[src/design/jsfsr_pkg.sv]
// Shared types and constants of the FIFO/SJF/round-robin job scheduler.
package jsfsr_pkg;

    localparam int MAX_JOBS = 16;
    localparam int IDX_W = $clog2(MAX_JOBS);
    localparam int CNT_W = $clog2(MAX_JOBS + 1);

    localparam logic [1:0] ACT_INSERT = 2'd0;
    localparam logic [1:0] ACT_NEXT   = 2'd1;
    localparam logic [1:0] ACT_CLEAR  = 2'd2;

    localparam logic [1:0] POL_FIFO = 2'd0;
    localparam logic [1:0] POL_SJF  = 2'd1;
    localparam logic [1:0] POL_RR   = 2'd2;

    localparam logic [0:0] REG_POLICY  = 1'd0;
    localparam logic [0:0] REG_QUANTUM = 1'd1;

    typedef struct packed {
        logic [7:0]  job_id;
        logic [15:0] burst_time;
        logic [15:0] arrival_order;
    } job_t;

    typedef struct packed {
        logic [7:0]  slice_job;
        logic [15:0] slice_length;
        logic        job_finished;
        logic        schedule_done;
        logic        table_full;
    } result_t;

    // Controller to datapath commands.
    typedef struct packed {
        logic load;        // capture the input beat, clear scan state
        logic scan_step;   // examine entry at scan index
        logic shift_step;  // move entry idx-1 to idx (insert), walking down
        logic write_new;   // write captured job at scan position
        logic apply_next;  // charge the chosen entry, form a slice result
        logic clear;       // empty table
        logic set_full;    // form a table-full result
        logic set_zero;    // form an all-zero result
        logic set_done;    // form a schedule-done result
    } cmd_t;

    // Datapath to controller status.
    typedef struct packed {
        logic [1:0] action;
        logic       full;
        logic       scan_end;   // scan index reached the end
        logic       stop;       // scan found its stopping entry
        logic       shift_end;  // shift pointer reached insert position
        logic       found;
    } stat_t;

endpackage

[src/design/jsfsr_ctrl.sv]
// Controller state machine of the job scheduler.
module jsfsr_ctrl (
    input  logic            clk,
    input  logic            rst_n,
    input  logic            in_fire,
    input  logic            out_free,
    input  jsfsr_pkg::stat_t st,
    output jsfsr_pkg::cmd_t  cmd,
    output logic            busy,
    output logic            res_load
);
    import jsfsr_pkg::*;

    localparam logic [2:0] S_IDLE  = 3'd0;
    localparam logic [2:0] S_DISP  = 3'd1;
    localparam logic [2:0] S_SCAN  = 3'd2;
    localparam logic [2:0] S_SHIFT = 3'd3;
    localparam logic [2:0] S_FIN   = 3'd4;
    localparam logic [2:0] S_OUT   = 3'd5;

    logic [2:0] state_reg, state_next;

    always_comb
    begin
        cmd = '0;
        state_next = state_reg;
        res_load = 1'b0;
        case (state_reg)
            S_IDLE:
            begin
                if (in_fire)
                begin
                    cmd.load = 1'b1;
                    state_next = S_DISP;
                end
            end
            S_DISP:
            begin
                if (st.action == ACT_INSERT && st.full)
                begin
                    cmd.set_full = 1'b1;
                    state_next = S_OUT;
                end
                else if (st.action == ACT_INSERT || st.action == ACT_NEXT)
                    state_next = S_SCAN;
                else
                begin
                    if (st.action == ACT_CLEAR)
                        cmd.clear = 1'b1;
                    cmd.set_zero = 1'b1;
                    state_next = S_OUT;
                end
            end
            S_SCAN:
            begin
                if (st.scan_end || st.stop)
                    state_next = (st.action == ACT_INSERT) ? S_SHIFT : S_FIN;
                else
                    cmd.scan_step = 1'b1;
            end
            S_SHIFT:
            begin
                if (st.shift_end)
                begin
                    cmd.write_new = 1'b1;
                    cmd.set_zero = 1'b1;
                    state_next = S_OUT;
                end
                else
                    cmd.shift_step = 1'b1;
            end
            S_FIN:
            begin
                if (st.found)
                    cmd.apply_next = 1'b1;
                else
                    cmd.set_done = 1'b1;
                state_next = S_OUT;
            end
            S_OUT:
            begin
                if (out_free)
                begin
                    res_load = 1'b1;
                    state_next = S_IDLE;
                end
            end
            default: state_next = S_IDLE;
        endcase
    end

    always_ff @(posedge clk or negedge rst_n)
    begin
        if (!rst_n)
            state_reg <= S_IDLE;
        else
            state_reg <= state_next;
    end

    assign busy = (state_reg != S_IDLE);

    a_load_idle: assert property (@(posedge clk) disable iff (!rst_n)
        cmd.load |-> state_reg == S_IDLE) else $error("load outside idle");
    a_res_out: assert property (@(posedge clk) disable iff (!rst_n)
        res_load |=> state_reg == S_IDLE) else $error("result load not ending item");
    a_one_fin: assert property (@(posedge clk) disable iff (!rst_n)
        !(cmd.apply_next && cmd.set_done)) else $error("two results formed");
endmodule

[src/design/jsfsr_dp.sv]
// Datapath of the job scheduler: job table, scan unit and result former.
module jsfsr_dp (
    input  logic              clk,
    input  logic              rst_n,
    input  jsfsr_pkg::cmd_t   cmd,
    input  logic [1:0]        in_action,
    input  jsfsr_pkg::job_t   in_job,
    input  logic [1:0]        policy,
    input  logic [15:0]       quantum,
    output jsfsr_pkg::stat_t  st,
    output jsfsr_pkg::result_t res
);
    import jsfsr_pkg::*;

    logic [7:0]  ids_mem [MAX_JOBS];
    logic [15:0] ord_mem [MAX_JOBS];
    logic [15:0] rem_mem [MAX_JOBS];

    logic [CNT_W-1:0] count_reg;
    logic [IDX_W-1:0] cursor_reg;
    logic [1:0]       action_reg;
    job_t             job_reg;
    logic [CNT_W-1:0] scan_reg;   // scan position, counts up
    logic [CNT_W-1:0] steps_reg;  // entries visited (round robin)
    logic [CNT_W-1:0] shp_reg;    // shift pointer, counts down
    logic [IDX_W-1:0] pick_reg;
    logic             found_reg;
    result_t          res_reg;

    logic [IDX_W-1:0] sidx, pidx;
    logic [15:0]      srem, prem, run;
    logic [CNT_W-1:0] start, wrap_next;
    logic [15:0]      q;

    assign start = ({1'b0, cursor_reg} < count_reg) ? CNT_W'(cursor_reg) : '0;
    assign sidx = scan_reg[IDX_W-1:0];
    assign srem = rem_mem[sidx];
    assign pidx = pick_reg;
    assign prem = rem_mem[pidx];
    assign q = (quantum == 16'd0) ? 16'd1 : quantum;
    assign run = (policy == POL_RR && prem > q) ? q : prem;
    assign wrap_next = (scan_reg + 1'b1 >= count_reg) ? '0 : scan_reg + 1'b1;

    always_comb
    begin
        st.action = action_reg;
        st.full = (count_reg >= CNT_W'(MAX_JOBS));
        st.found = found_reg;
        st.shift_end = (shp_reg == scan_reg);
        if (action_reg == ACT_INSERT)
        begin
            st.scan_end = (scan_reg >= count_reg);
            st.stop = !st.scan_end && !(ord_mem[sidx] < job_reg.arrival_order);
        end
        else if (policy == POL_RR)
        begin
            st.scan_end = (steps_reg >= count_reg);
            st.stop = found_reg;
        end
        else
        begin
            st.scan_end = (scan_reg >= count_reg);
            st.stop = found_reg && policy != POL_SJF;
        end
    end

    always_ff @(posedge clk)
    begin
        if (cmd.load)
        begin
            job_reg <= in_job;
        end
        if (cmd.shift_step)
        begin
            ids_mem[shp_reg[IDX_W-1:0]] <= ids_mem[IDX_W'(shp_reg - 1'b1)];
            ord_mem[shp_reg[IDX_W-1:0]] <= ord_mem[IDX_W'(shp_reg - 1'b1)];
            rem_mem[shp_reg[IDX_W-1:0]] <= rem_mem[IDX_W'(shp_reg - 1'b1)];
        end
        if (cmd.write_new)
        begin
            ids_mem[sidx] <= job_reg.job_id;
            ord_mem[sidx] <= job_reg.arrival_order;
            rem_mem[sidx] <= job_reg.burst_time;
        end
        if (cmd.apply_next)
            rem_mem[pidx] <= prem - run;
        // Fields from the top: slice_job, slice_length, job_finished,
        // schedule_done, table_full.
        if (cmd.apply_next)
            res_reg <= {ids_mem[pidx], run, (prem == run), 1'b0, 1'b0};
        else if (cmd.set_zero || cmd.set_full || cmd.set_done)
            res_reg <= {8'd0, 16'd0, 1'b0, cmd.set_done, cmd.set_full};
    end

    always_ff @(posedge clk or negedge rst_n)
    begin
        if (!rst_n)
        begin
            count_reg <= '0;
            cursor_reg <= '0;
            action_reg <= ACT_INSERT;
            scan_reg <= '0;
            steps_reg <= '0;
            shp_reg <= '0;
            pick_reg <= '0;
            found_reg <= 1'b0;
        end
        else
        begin
            if (cmd.load)
            begin
                action_reg <= in_action;
                steps_reg <= '0;
                found_reg <= 1'b0;
                pick_reg <= '0;
                scan_reg <= (in_action == ACT_NEXT && policy == POL_RR) ? start : '0;
                shp_reg <= count_reg;
            end
            if (cmd.scan_step)
            begin
                if (action_reg != ACT_INSERT && srem != 16'd0 &&
                    (!found_reg || policy != POL_SJF || srem <= prem))
                begin
                    pick_reg <= sidx;
                    found_reg <= 1'b1;
                end
                if (action_reg == ACT_NEXT && policy == POL_RR)
                begin
                    if (srem == 16'd0)
                        scan_reg <= wrap_next;
                    steps_reg <= steps_reg + 1'b1;
                end
                else
                    scan_reg <= scan_reg + 1'b1;
            end
            if (cmd.shift_step)
                shp_reg <= shp_reg - 1'b1;
            if (cmd.write_new)
                count_reg <= count_reg + 1'b1;
            if (cmd.apply_next && policy == POL_RR)
                cursor_reg <= ({1'b0, pidx} + 1'b1 < count_reg) ? IDX_W'(pidx + 1'b1) : '0;
            if (cmd.clear)
            begin
                count_reg <= '0;
                cursor_reg <= '0;
            end
        end
    end

    assign res = res_reg;

    a_count_max: assert property (@(posedge clk) disable iff (!rst_n)
        count_reg <= CNT_W'(MAX_JOBS)) else $error("count past table size");
    a_full_no_write: assert property (@(posedge clk) disable iff (!rst_n)
        cmd.write_new |-> count_reg < CNT_W'(MAX_JOBS)) else $error("write into full table");
    a_apply_found: assert property (@(posedge clk) disable iff (!rst_n)
        cmd.apply_next |-> found_reg) else $error("slice without pick");
endmodule

[src/design/job_scheduler_fifo_sjf_rr_unit.sv]
// Top level of the FIFO / shortest-job-first / round-robin job scheduler.
//
//  Channel  Dir  Beat contents
//  s_axis   in   tuser: action; tdata: job_id, burst_time, arrival_order
//  m_axis   out  tdata: slice_job, slice_length, job_finished, schedule_done, table_full
//  cfg      in   cfg_we, cfg_index (0 policy, 1 quantum), cfg_data
//
// One beat is handled at a time. Insert searches upward for the place, then
// shifts down one entry per cycle; next examines one table entry per cycle.
// Clear and unused actions form their result without a scan. Reset empties
// the table and sets policy FIFO and quantum 4. A stalled output holds the
// result in the output register; the input is ready again once it is there,
// and the next result waits in the block until the output register is free.
module job_scheduler_fifo_sjf_rr_unit (
    input  logic        clk,
    input  logic        rst_n,
    input  logic        s_axis_tvalid,
    output logic        s_axis_tready,
    // [1:0] action
    input  logic [1:0]  s_axis_tuser,
    // [7:0] job_id, [23:8] burst_time, [39:24] arrival_order
    input  logic [39:0] s_axis_tdata,
    output logic        m_axis_tvalid,
    input  logic        m_axis_tready,
    // [7:0] slice_job, [23:8] slice_length, [24] job_finished,
    // [25] schedule_done, [26] table_full
    output logic [31:0] m_axis_tdata,
    input  logic        cfg_we,
    input  logic [0:0]  cfg_index,
    input  logic [15:0] cfg_data
);
    import jsfsr_pkg::*;

    logic [1:0]  policy_reg;
    logic [15:0] quantum_reg;
    cmd_t        cmd;
    stat_t       st;
    result_t     res;
    job_t        job;
    logic        busy, res_load, in_fire, out_free;
    logic        ovalid_reg;
    logic [31:0] odata_reg;

    // Configuration registers must be written only while idle; the block itself does not enforce this.
    always_ff @(posedge clk or negedge rst_n)
    begin
        if (!rst_n)
        begin
            policy_reg <= POL_FIFO;
            quantum_reg <= 16'd4;
        end
        else if (cfg_we)
        begin
            if (cfg_index == REG_POLICY)
                policy_reg <= cfg_data[1:0];
            else
                quantum_reg <= cfg_data;
        end
    end

    assign s_axis_tready = !busy;
    assign in_fire = s_axis_tvalid && s_axis_tready;
    assign out_free = !ovalid_reg || m_axis_tready;

    assign job.job_id = s_axis_tdata[7:0];
    assign job.burst_time = s_axis_tdata[23:8];
    assign job.arrival_order = s_axis_tdata[39:24];

    jsfsr_ctrl u_ctrl (
        .clk(clk), .rst_n(rst_n), .in_fire(in_fire), .out_free(out_free),
        .st(st), .cmd(cmd), .busy(busy), .res_load(res_load)
    );

    jsfsr_dp u_dp (
        .clk(clk), .rst_n(rst_n), .cmd(cmd), .in_action(s_axis_tuser),
        .in_job(job), .policy(policy_reg), .quantum(quantum_reg),
        .st(st), .res(res)
    );

    // Output register: the result beat waits here until taken.
    always_ff @(posedge clk or negedge rst_n)
    begin
        if (!rst_n)
            ovalid_reg <= 1'b0;
        else if (res_load)
            ovalid_reg <= 1'b1;
        else if (m_axis_tready)
            ovalid_reg <= 1'b0;
    end

    always_ff @(posedge clk)
    begin
        if (res_load)
            odata_reg <= {5'd0, res.table_full, res.schedule_done, res.job_finished,
                          res.slice_length, res.slice_job};
    end

    assign m_axis_tvalid = ovalid_reg;
    assign m_axis_tdata = odata_reg;
endmodule

[config.mk]
export PLATFORM = sky130hd
export DESIGN_NAME = job_scheduler_fifo_sjf_rr_unit
export DESIGN_NICKNAME = d
export VERILOG_FILES = /design/src/design/jsfsr_pkg.sv /design/src/design/jsfsr_ctrl.sv /design/src/design/jsfsr_dp.sv /design/src/design/job_scheduler_fifo_sjf_rr_unit.sv
export SDC_FILE = /design/constraint.sdc
export NUM_CORES = 1
export LEC_CHECK = 0
export BUFFER_PORTS_ARGS = -buffer_cell sky130_fd_sc_hd__buf_2
export CAP_MARGIN = 10
export CELL_PAD_IN_SITES_DETAIL_PLACEMENT = 1
export CELL_PAD_IN_SITES_GLOBAL_PLACEMENT = 1
export CORE_UTILIZATION = 55
export CTS_CLUSTER_SIZE = 24
export DETAILED_ROUTE_END_ITERATION = 16
export MAX_ROUTING_LAYER = met4
export PLACE_DENSITY_LB_ADDON = 0.1
export REMOVE_ABC_BUFFERS = 1
export SYNTH_ARGS = -nofsm -noshare
export SYNTH_HDL_FRONTEND = slang
export SYNTH_SLANG_ARGS = --single-unit
[constraint.sdc]
create_clock -name clk -period 10.6 [get_ports clk]
set_input_delay 0 -clock clk [delete_from_list [all_inputs] [get_ports clk]]
set_output_delay 0 -clock clk [all_outputs]
set_load 0.01 [all_outputs]
After elaboration in Yosys (flattened, before gate mapping)
Memories as Yosys holds them, arrays and structs flattened.
Cells that the tools add are included.
{"block": "op_classes", "reduce_logical": 41, "eq_ne": 16, "magnitude_cmp": 9, "n_bitwise": 1, "n_mux": 78, "add_sub_neg": 7}
{"cell": "$mux W16", "count": 5}
{"cell": "$mux W5", "count": 13}
{"cell": "$mux W27", "count": 2}
{"cell": "$reduce_or A16 Y1", "count": 3}
{"cell": "$mux W4", "count": 11}
{"cell": "$mux W1", "count": 33}
{"cell": "$logic_not A16 Y1", "count": 2}
{"cell": "$mux W3", "count": 7}
{"cell": "$pmux W3 S6", "count": 1}
{"cell": "$eq A16 B16 Y1", "count": 1}
{"cell": "$gt A16 B16 Y1", "count": 1}
{"cell": "$le A16 B16 Y1", "count": 1}
{"cell": "$lt A16 B16 Y1", "count": 1}
{"cell": "$reduce_bool A16 Y1", "count": 1}
{"cell": "$sub A16 B16 Y16", "count": 1}
{"cell": "$add A5 B1 Y5 const B", "count": 3}
{"cell": "$ge A5 B5 Y1", "count": 3}
{"cell": "$reduce_bool A2 Y1", "count": 6}
{"cell": "$logic_and A1 B1 Y1", "count": 10}
{"cell": "$mux W2", "count": 4}
{"cell": "$mux W8", "count": 1}
{"cell": "$reduce_or A8 Y1", "count": 1}
{"cell": "$logic_or A1 B1 Y1", "count": 7}
{"cell": "$eq A3 B2 Y1 const B", "count": 2}
{"cell": "other kinds (21)", "count": 32}
{"block": "totals", "ramBits": 640, "mem_count": 3, "input_bits": 64, "out_inout_bits": 34, "wordCells": 176, "register_bits": 147}
{"name": "u_dp.ord_mem", "depth": 16, "word_bits": 16, "rd": 2, "rd_clocked_by_memory_dff": 0, "write_ports": 1, "line_no": "jsfsr_dp.sv:16", "source": "logic [15:0] ord_mem [MAX_JOBS];"}
{"name": "u_dp.rem_mem", "depth": 16, "word_bits": 16, "rd": 3, "rd_clocked_by_memory_dff": 0, "write_ports": 1, "line_no": "jsfsr_dp.sv:17", "source": "logic [15:0] rem_mem [MAX_JOBS];"}
{"name": "u_dp.ids_mem", "depth": 16, "word_bits": 8, "rd": 2, "rd_clocked_by_memory_dff": 0, "write_ports": 1, "line_no": "jsfsr_dp.sv:15", "source": "logic [7:0] ids_mem [MAX_JOBS];"}

Logic depth before layout (Yosys ltp)
Gate-level depths: netlist of run 1.
{"block": "logic_depth", "depth_word": 9, "depth_mapped": 25}

Modules after synthesis
Synthesis of run 1 repeated with hierarchy kept, for this count alone.
{"block": "hier_totals", "cells_unflattened": 4455, "area_unflattened_um2": 49341.1}
{"mod": "jsfsr_dp", "instances": 1, "area_per_inst_um2": 47380.4, "cells_per_inst": 4331, "seq_area_each_um2": 21986.1}
{"mod": "job_scheduler_fifo_sjf_rr_unit", "instances": 1, "area_per_inst_um2": 1615.3, "cells_per_inst": 77, "seq_area_each_um2": 1287.5}
{"mod": "jsfsr_ctrl", "instances": 1, "area_per_inst_um2": 345.3, "cells_per_inst": 47, "seq_area_each_um2": 75.1}

Worst setup path before layout of run 1
OpenSTA, ideal clock, no wires.
{"block": "synth_timing", "path_kind": "register to register", "start": "reg u_dp.pick_reg[0]", "end": "mem u_dp.rem_mem[0][14], data pin", "stages_incl_launch_ff": 26, "path_buffers": 3, "setup_slack_ns": 3.579, "setup_ns": 0.296, "t_required_ns": 10.304, "arrival_ns": 6.725, "path_cell_list": "dfrtp_1 > buf_2 > buf_2 > buf_1 > mux4_2 > mux4_2 > ha_1 > a21o_1 > a21o_1 > a21o_1 > a21oi_1 > o21ai_0 > a221oi_1 > nor2_1 > mux2_2 > ha_1 > fa_1 > nor2b_1 > o21ai_0 > a21boi_0 > o21ai_0 > a211oi_1 > nor3_1 > o41a_1 > xor2_1 > mux2i_1"}
{"block": "synth_between", "elab_chain_len": 6}
{"element": "start, declared", "line_no": "jsfsr_dp.sv:26", "source": "logic [IDX_W-1:0] pick_reg;"}
{"element": "start signal, assigned", "line_no": "jsfsr_dp.sv:124", "source": "pick_reg <= sidx;"}
{"element": "$mem_v2 Z16 W16 (*)"}
{"element": "$gt A16 B16 Y1", "line_no": "jsfsr_dp.sv:41", "source": "assign run = (policy == POL_RR && prem > q) ? q : prem;"}
{"element": "$logic_and A1 B1 Y1", "line_no": "jsfsr_dp.sv:41"}
{"element": "$mux W16", "line_no": "jsfsr_dp.sv:41"}
{"element": "$sub A16 B16 Y16 (*)", "line_no": "jsfsr_dp.sv:86", "source": "rem_mem[pidx] <= prem - run;"}
{"element": "$mux W16 (no line) (*)"}
{"element": "end, declared", "line_no": "jsfsr_dp.sv:17"}
Mark *: on every way between the ends. The rest lies on a longest branch, timed or not.

Final worst setup path of run 1
{"block": "layout_timing", "start": "reg u_dp.pick_reg[0]", "end": "mem u_dp.rem_mem[7][14], data pin"}
The elaborated chain is that of the path after synthesis.

==> impl_metrics.yaml, run 1 <==
status:
  status: "finished, final reports clean"
routing:
  routed_wl_mm: 117.2
  drc: 0
  first_pass_iters: 5
  viasPerCell: 7.027
  ant_nets: 0
  drt_iter0_markers: 2397
  routedWlPerCell_um: 33.72
  vias: 24430
global_route:
  antenna_found_initial: 0
  grt_usage: 0.3363
  grt_start_max_net_pins: 131
  grt_pass1_wl_mm: 174.1
  grt_pass1_vias: 25940
  grt.overflow.total: 0
floorplanning:
  die_y_um: 271.1
  die_area_um2: 73510
  die_w_um: 271.1
  core_area_um2: 71610
  rows: 98
  pin_count: 98
  start_util: 0.5563
sta:
  setup_tns_ps: 0
  finClkSkew_ps: 33.04
  drv_slew: 0
  holdWs_ps: 47.72
  finalCriticalPeriod_ps: 8358
  fin_crit_sh: 0.7885
  slew_headroom: 0.2495
  setup_violations: 0
  tightest_slew_ps: 1126
  max_freq_mhz: 119.7
  hold_viol_final: 0
  grt_setup_unrepaired: "false"
layout:
  multi_input_area_um2: 15850
  final_cell_area_um2: 45270
  fin_nets: 2612
  layout_common_cells: "edfxtp_1, mux4_2, buf_2"
  drive_gt1_frac: 0.3217
  num_antenna_cells: 0
  n_fill_cell: 6134
  reg_top3: "u_dp.ord_mem x256, u_dp.rem_mem x256, u_dp.ids_mem x128"
  seq_area_um2: 23370
  area_delta_synth_final_pct: 13.62
  layout_commonest_cell: "edfxtp_1"
clock_network:
  path_clk_slew_ps: 60
  cts.sinks: 787
  clk_latency_ps: 660
  post_cts_buffers: 0
  root_buffer: "clkbuf_16"
  cts_made_buffers: 86
  htreeDepth: 3
  clk_path_buf_depth: 3
  cts_tree: "built"
worst_setup_path:
  crit_top_cell: "o21ai_0"
  path_cells: "buf_4 -> mux4_2 -> mux4_2 -> ha_1 -> nor2b_1 -> o21a_1 -> o21a_1 -> o21ai_0 -> nand2b_1 -> a221oi_1 -> nor2_2 -> buf_4 -> mux2i_1 -> inv_1 -> fa_1 -> nor2b_1 -> o21ai_0 -> a21boi_0 -> o21ai_0 -> a211oi_1 -> nor3_1 -> o41a_1 -> xor2_1 -> mux2i_1"
  arrival_ps: 8650
  end_kind: "flip-flop"
  rr_worst_depth: 24
  worstPathMaxFanout: 39
  cp-start-kind: "flip-flop"
  cp_slowest_stage_delay_ps: 990
  r2r-start: "u_dp.pick_reg[0]$_DFF_PN0_"
  crit_required_ps: 10890
  rr_endpoint: "u_dp.rem_mem[7][14]$_DFFE_PP_"
  reg2reg_slack_ps: 2240
  critPathSlowestCell: "dfrtp_4"
  crit_type: "flip-flop to flip-flop"
placement:
  io_buffers: 92
  place_area_um2: 41690
  gp_congestion: 0.9179
  hpwl_mm: 68.53
power:
  combPwrFrac: 0.407
  p_seq_frac: 0.371
  power_density_nw_per_um2: 309.6
  p_int_w: 0.008995
  peakVddDrop_uv: 289.6
  sw_frac_of_total: 0.3582
  power_w: 0.01401
  p_clk_frac: 0.222
  switchingPower_w: 0.005019
  leakagePower_nw: 14.89
synth:
  synthMuxAreaShare: 0.2680
  synth_top_flop_cell: "edfxtp_1"
  yosys.cell_types.count: 66
  syn_area_um2: 39840
  synth_top_family_by_area: "multiplexers"
  synth_compound_gate_area_share: 0.04777
  yosys_warnings: 0
  syn_area_per_cell_um2: 17.37
  synth-adder-area-share: 0.02877
  seq_area_frac_synth: 0.5861
  netlist_instances: 2294
  synth_edf_count: 732
  synth-xor-area-share: 0.006376
  synth-simple-area-share: 0.03910
  ys_seq_elements: 787
  postSynth.asyncResetShare: 0.06734
hold_path:
  hold_path_end: "u_dp.job_reg[33]$_DFFE_PP_"
  hold_path_class: "input pin to flip-flop"
  hold_path_depth: 2
  hold_start: "s_axis_tdata[1]"
flow_run:
  max_cap_viol_count: 0
kinds of logic after synthesis:
kind of cell | Yosys count
adders and majority gates | 91
muxes | 535
buffers and inverters | 230
AOI/OAI and AO/OA | 290
xor gates and xnor gates | 29
and+or+nand+nor | 331
other | 1
DFF | 787
critical path, delay by kind of cell, from the launching register on:
| kind | cells | cell delay, ps |
|---|---|---|
| AND/OR/NAND/NOR | 5 | 560 |
| XOR/XNOR | 1 | 160 |
| AO/OA/AOI/OAI | 9 | 2410 |
| buffers and inverters | 3 | 850 |
| adder cells (fa/ha/maj) | 2 | 780 |
| flip-flops | 1 | 990 |
| multiplexers | 4 | 2180 |
layer usage:
metal  vias up  track usage  wire length (um)
li1       9859            -                 -
met1     13050       0.4353             45520
met2      1264       0.5516             59260
met3       257      0.04467              8196
met4         0       0.1193              4262
met5         -            -                 0
stage by stage:
step	cells	utilization	setup WS, ps
3_3_place_gp	3253	0.5822	2483
6_report	3477	0.6321	2242
3_5_place_dp	3253	0.5822	2162
2_1_floorplan	2142	-	-2959
4_1_cts	3476	0.6320	2122
5_1_grt	3477	0.6321	1658
worst max path at each step:
stage / from / endpoint / slack [ps] / cells after the start
after global routing: u_dp.pick_reg[0]$_DFF_PN0_ / u_dp.rem_mem[4][14]$_DFFE_PP_ / 1660 / 25
after CTS: u_dp.pick_reg[0]$_DFF_PN0_ / u_dp.rem_mem[7][14]$_DFFE_PP_ / 2120 / 24
after global placement: u_dp.pick_reg[0]$_DFF_PN0_ / u_dp.rem_mem[8][14]$_DFFE_PP_ / 2480 / 24
after detailed placement: u_dp.pick_reg[0]$_DFF_PN0_ / u_dp.rem_mem[9][14]$_DFFE_PP_ / 2160 / 24
final: u_dp.pick_reg[0]$_DFF_PN0_ / u_dp.rem_mem[7][14]$_DFFE_PP_ / 2240 / 24
after floorplan: u_dp.shp_reg[0]$_DFFE_PN0P_ / u_dp.ids_mem[0][0]$_DFFE_PP_ / -2960 / 6
power groups by stage:
stage          registers, W  clock network, W  logic, W
2_1_floorplan       0.00538                 0   0.00408
3_3_place_gp        0.00524                 0   0.00537
3_5_place_dp        0.00527                 0   0.00563
4_1_cts             0.00521           0.00315   0.00569
5_1_grt             0.00524           0.00324   0.00614
6_report            0.00520           0.00311   0.00570
what timing repair did:
action	in CTS	in global routing
hold endpoints to repair	118	0
resized for setup	0	0
hold buffers	65	0
setup endpoints to repair	0	0
Yosys cell counts, drive strengths merged (12+ instances only):
cell type | n | share of area
nand2 | 84 | 0.0079
xnor2 | 16 | 0.0035
clkbuf | 90 | 0.0085
nand2b | 20 | 0.0031
nor2 | 108 | 0.010
ha | 90 | 0.028
edfxtp | 732 | 0.55
a21o | 18 | 0.0034
a21oi | 71 | 0.0092
mux2 | 44 | 0.012
dfrtp | 52 | 0.033
a22oi | 29 | 0.0055
nor2b | 29 | 0.0046
buf | 66 | 0.0083
xor2 | 13 | 0.0029
inv | 74 | 0.0070
a211oi | 47 | 0.0089
nand4 | 17 | 0.0027
mux4 | 421 | 0.24
nand3 | 16 | 0.0020
mux2i | 70 | 0.018
o21a | 12 | 0.0023
o21ai | 63 | 0.0079
nor3 | 20 | 0.0025
area by class of cell:
type,count,share of cell area
clock inverter,58,0.01570
timing repair buffer,227,0.03671
tap,950,0.02626
sequential,787,0.5163
clock buffer,100,0.04870
inverter,74,0.006136
multi-input combinational,1281,0.3502
Power figures use the tool's default switching activity.
==> run 2: changes to the inputs <==
--- a/config.mk
+++ b/config.mk
@@ -5,11 +5,12 @@
 export SDC_FILE = /design/constraint.sdc
 export NUM_CORES = 1
 export LEC_CHECK = 0
+export ABC_AREA = 1
 export BUFFER_PORTS_ARGS = -buffer_cell sky130_fd_sc_hd__buf_2
 export CAP_MARGIN = 10
 export CELL_PAD_IN_SITES_DETAIL_PLACEMENT = 1
 export CELL_PAD_IN_SITES_GLOBAL_PLACEMENT = 1
-export CORE_UTILIZATION = 55
+export CORE_UTILIZATION = 50
 export CTS_CLUSTER_SIZE = 24
 export DETAILED_ROUTE_END_ITERATION = 16
 export MAX_ROUTING_LAYER = met4
==> constraint.sdc (replaced) <==
create_clock -name clk -period 7.8 [get_ports clk]
set_input_delay 0 -clock clk [delete_from_list [all_inputs] [get_ports clk]]
set_output_delay 0 -clock clk [all_outputs]
set_load 0.01 [all_outputs]
==> run 2 against run 1 <==
Sequential power increased by 42%. Sequential share of layout area decreased by 1.3 points. Maximum frequency increased by 23%. Critical path type unchanged. Core utilization decreased by 6.9 points. Worst hold slack got worse by 2.9 ps. Count of clock-buffer cells in the layout increased by 16. Routed wire length increased by 34%.
==> impl_metrics.yaml, run 2 <==
status:
  status: "finished, final reports clean"
synth:
  syn_area_per_cell_um2: 9.426
  ys_top_cells_by_area: "edfxtp_1, o21ai_0, nor2_1"
  synth_top_flop_cell: "edfxtp_1"
  syn_area_um2: 41790
  seq_area_frac_synth: 0.5587
  netlist_instances: 4434
  postSynth.asyncResetShare: 0.06734
  synth_commonest_cells: "o21ai_0, edfxtp_1, nor2_1, nand2_1, a21oi_1"
  ys_seq_elements: 787
  yosysTopAreaCellShare: 0.5259
  yosysMostFrequentCell: "o21ai_0"
  yosys.cell_types.count: 58
  yosysTopAreaCell: "edfxtp_1"
  yosys_warnings: 0
  synth_edf_count: 732
layout:
  final_cells: 5567
  final_cell_area_um2: 46400
  area_delta_synth_final_pct: 11.03
  layout_common_cells: "o21ai_0, edfxtp_1, nor2_1"
  fin_nets: 4577
  drive_gt1_frac: 0.08409
  reg_top3: "u_dp.ord_mem x256, u_dp.rem_mem x256, u_dp.ids_mem x128"
  layout_commonest_cell: "o21ai_0"
clock_network:
  cts_resized: 0
  cts_made_buffers: 88
  clk_latency_ps: 660
  post_cts_buffers: 0
  path_clk_slew_ps: 60
  hold_buffers: 63
  cts_tree: "built"
  clk_path_buf_depth: 3
  htreeDepth: 3
  cts.sinks: 787
  root_buffer: "clkbuf_16"
worst_setup_path:
  r2r-start: "u_dp.pick_reg[0]$_DFF_PN0_"
  crit_type: "flip-flop to flip-flop"
  rr_endpoint: "u_dp.rem_mem[13][14]$_DFFE_PP_"
  crit_required_ps: 8080
  worstPathMaxFanout: 243
  critPathSlowestCell: "o22ai_1"
  cp.buffers_inverters: 2
  path_delay_family: "compound AO/OA/AOI/OAI gates"
  path_cells: "buf_12 -> o21ai_0 -> a21oi_1 -> o221ai_1 -> nand2_1 -> ha_1 -> a21oi_1 -> o21ai_0 -> o21ai_0 -> o2111ai_1 -> nand2_1 -> buf_4 -> nand2_1 -> o21ai_0 -> ha_1 -> a21oi_1 -> nand2_1 -> a21oi_1 -> o21ai_0 -> a21boi_0 -> o21ai_0 -> nand2_1 -> nand2_1 -> o22ai_1"
  cp_slowest_stage_delay_ps: 810
  end_kind: "flip-flop"
  rr_worst_depth: 24
  cp-start-kind: "flip-flop"
  arrival_ps: 7060
  reg2reg_slack_ps: 1020
power:
  power_density_nw_per_um2: 443.4
  p_int_w: 0.01164
  sw_frac_of_total: 0.4344
  p_seq_frac: 0.359
  combPwrFrac: 0.445
  peakVddDrop_uv: 486.4
  switchingPower_w: 0.008938
  leakagePower_nw: 16.67
  power_w: 0.02058
  p_clk_frac: 0.196
routing:
  routed_wl_mm: 157.1
  drc: 0
  vias: 37320
  viasPerCell: 6.705
  ant_nets: 0
  first_pass_iters: 6
  drt_iter0_markers: 4109
  routedWlPerCell_um: 28.22
global_route:
  antenna_found_initial: 1
  grt.overflow.total: 0
  grt_start_max_net_pins: 244
  grt_pass1_wl_mm: 232.7
  grt_pass1_vias: 37470
  grt_usage: 0.3752
floorplanning:
  rows: 105
  die_area_um2: 84750
  die_w_um: 291.1
  core_area_um2: 82370
  start_util: 0.5074
  die_y_um: 291.1
  pin_count: 98
hold_path:
  hold_path_end: "u_dp.job_reg[37]$_DFFE_PP_"
  hold_path_class: "input pin to flip-flop"
  hold_path_depth: 2
  hold_start: "s_axis_tdata[5]"
placement:
  gp_congestion: 0.9250
  io_buffers: 92
  place_area_um2: 42990
  dpl.cell_count: 5334
  hpwl_mm: 87.12
sta:
  holdWs_ps: 44.84
  tightest_slew_ps: 1326
  slew_headroom: 0.1142
  finalCriticalPeriod_ps: 6783
  setup_tns_ps: 0
  grt_setup_unrepaired: "false"
  setup_violations: 0
  drv_slew: 0
  fin_crit_sh: 0.8696
  max_freq_mhz: 147.4
  hold_viol_final: 0
  finClkSkew_ps: 31.76
flow_run:
  max_cap_viol_count: 0
run 2: cell count changes after synthesis, moves of 64 or more:
cell	before	now
mux4_2	421	0
nand3_1	16	234
o22ai_1	3	67
nand2_1	84	379
a21oi_1	70	361
o211ai_1	3	91
nor2_1	108	637
o221ai_1	3	157
clkbuf_1	90	237
o21ai_0	62	836
mux2i_1	70	0
inv_1	73	265
run 2: per-stage QoR:
step | utilization | worst slack, ps
after floorplan | - | -9770
after global placement | 0.5219 | 1577
after detailed placement | 0.5219 | 1303
after CTS | 0.5628 | 1256
after global routing | 0.5633 | 611.1
final | 0.5633 | 1017
run 2: area by class of cell:
class	instances	area (um^2)
repair buffers	245	1854
multi-input cells	3030	16060
diodes	2	5.005
clock inverters	47	369.1
inverters	270	1035
well taps	1070	1339
fillers	9225	35970
clock buffers	116	2369
flip-flops and latches	787	23370
run 2: worst max path at each step:
stage	start	to	slack, ps	depth (start not counted)
floorplan	u_dp.shp_reg[0]$_DFFE_PN0P_	u_dp.rem_mem[0][12]$_DFFE_PP_	-9770	9
CTS	u_dp.pick_reg[1]$_DFF_PN0_	u_dp.rem_mem[13][14]$_DFFE_PP_	1260	23
finish	u_dp.pick_reg[0]$_DFF_PN0_	u_dp.rem_mem[13][14]$_DFFE_PP_	1020	24
detailed placement	u_dp.pick_reg[1]$_DFF_PN0_	u_dp.rem_mem[14][14]$_DFFE_PP_	1300	23
global placement	u_dp.pick_reg[1]$_DFF_PN0_	u_dp.rem_mem[14][14]$_DFFE_PP_	1580	25
global route	u_dp.pick_reg[0]$_DFF_PN0_	u_dp.rem_mem[13][14]$_DFFE_PP_	610	26
run 2: cells by family (layout without fill, tap and decap cells):
family | after synthesis | after routing | synth area share
xor+xnor | 19 | 19 | 0.003982
flops | 787 | 787 | 0.5587
fa+ha+maj | 91 | 91 | 0.02742
buf+inv | 621 | 678 | 0.06272
other cells | 1 | 7 | 0.00008973
compound gates | 1629 | 1629 | 0.2219
simple gates | 1286 | 1286 | 0.1253
run 2: per-layer routing:
| layer | vias to the layer above | part of all wire | track usage |
|---|---|---|---|
| li1 | 16110 | - | - |
| met1 | 18620 | 0.40 | 0.4850 |
| met2 | 2103 | 0.46 | 0.5807 |
| met3 | 494 | 0.094 | 0.06154 |
| met4 | 0 | 0.045 | 0.1711 |
| met5 | - | 0 | - |
run 2: power by group through the flow:
stage	registers (W)	logic, W	clock network (W)
final	0.00739	0.00915	0.00403
after global routing	0.00742	0.00987	0.00418
after CTS	0.00739	0.00887	0.00405
after detailed placement	0.00748	0.00879	0
after global placement	0.00745	0.00848	0
after floorplan	0.00764	0.00525	0
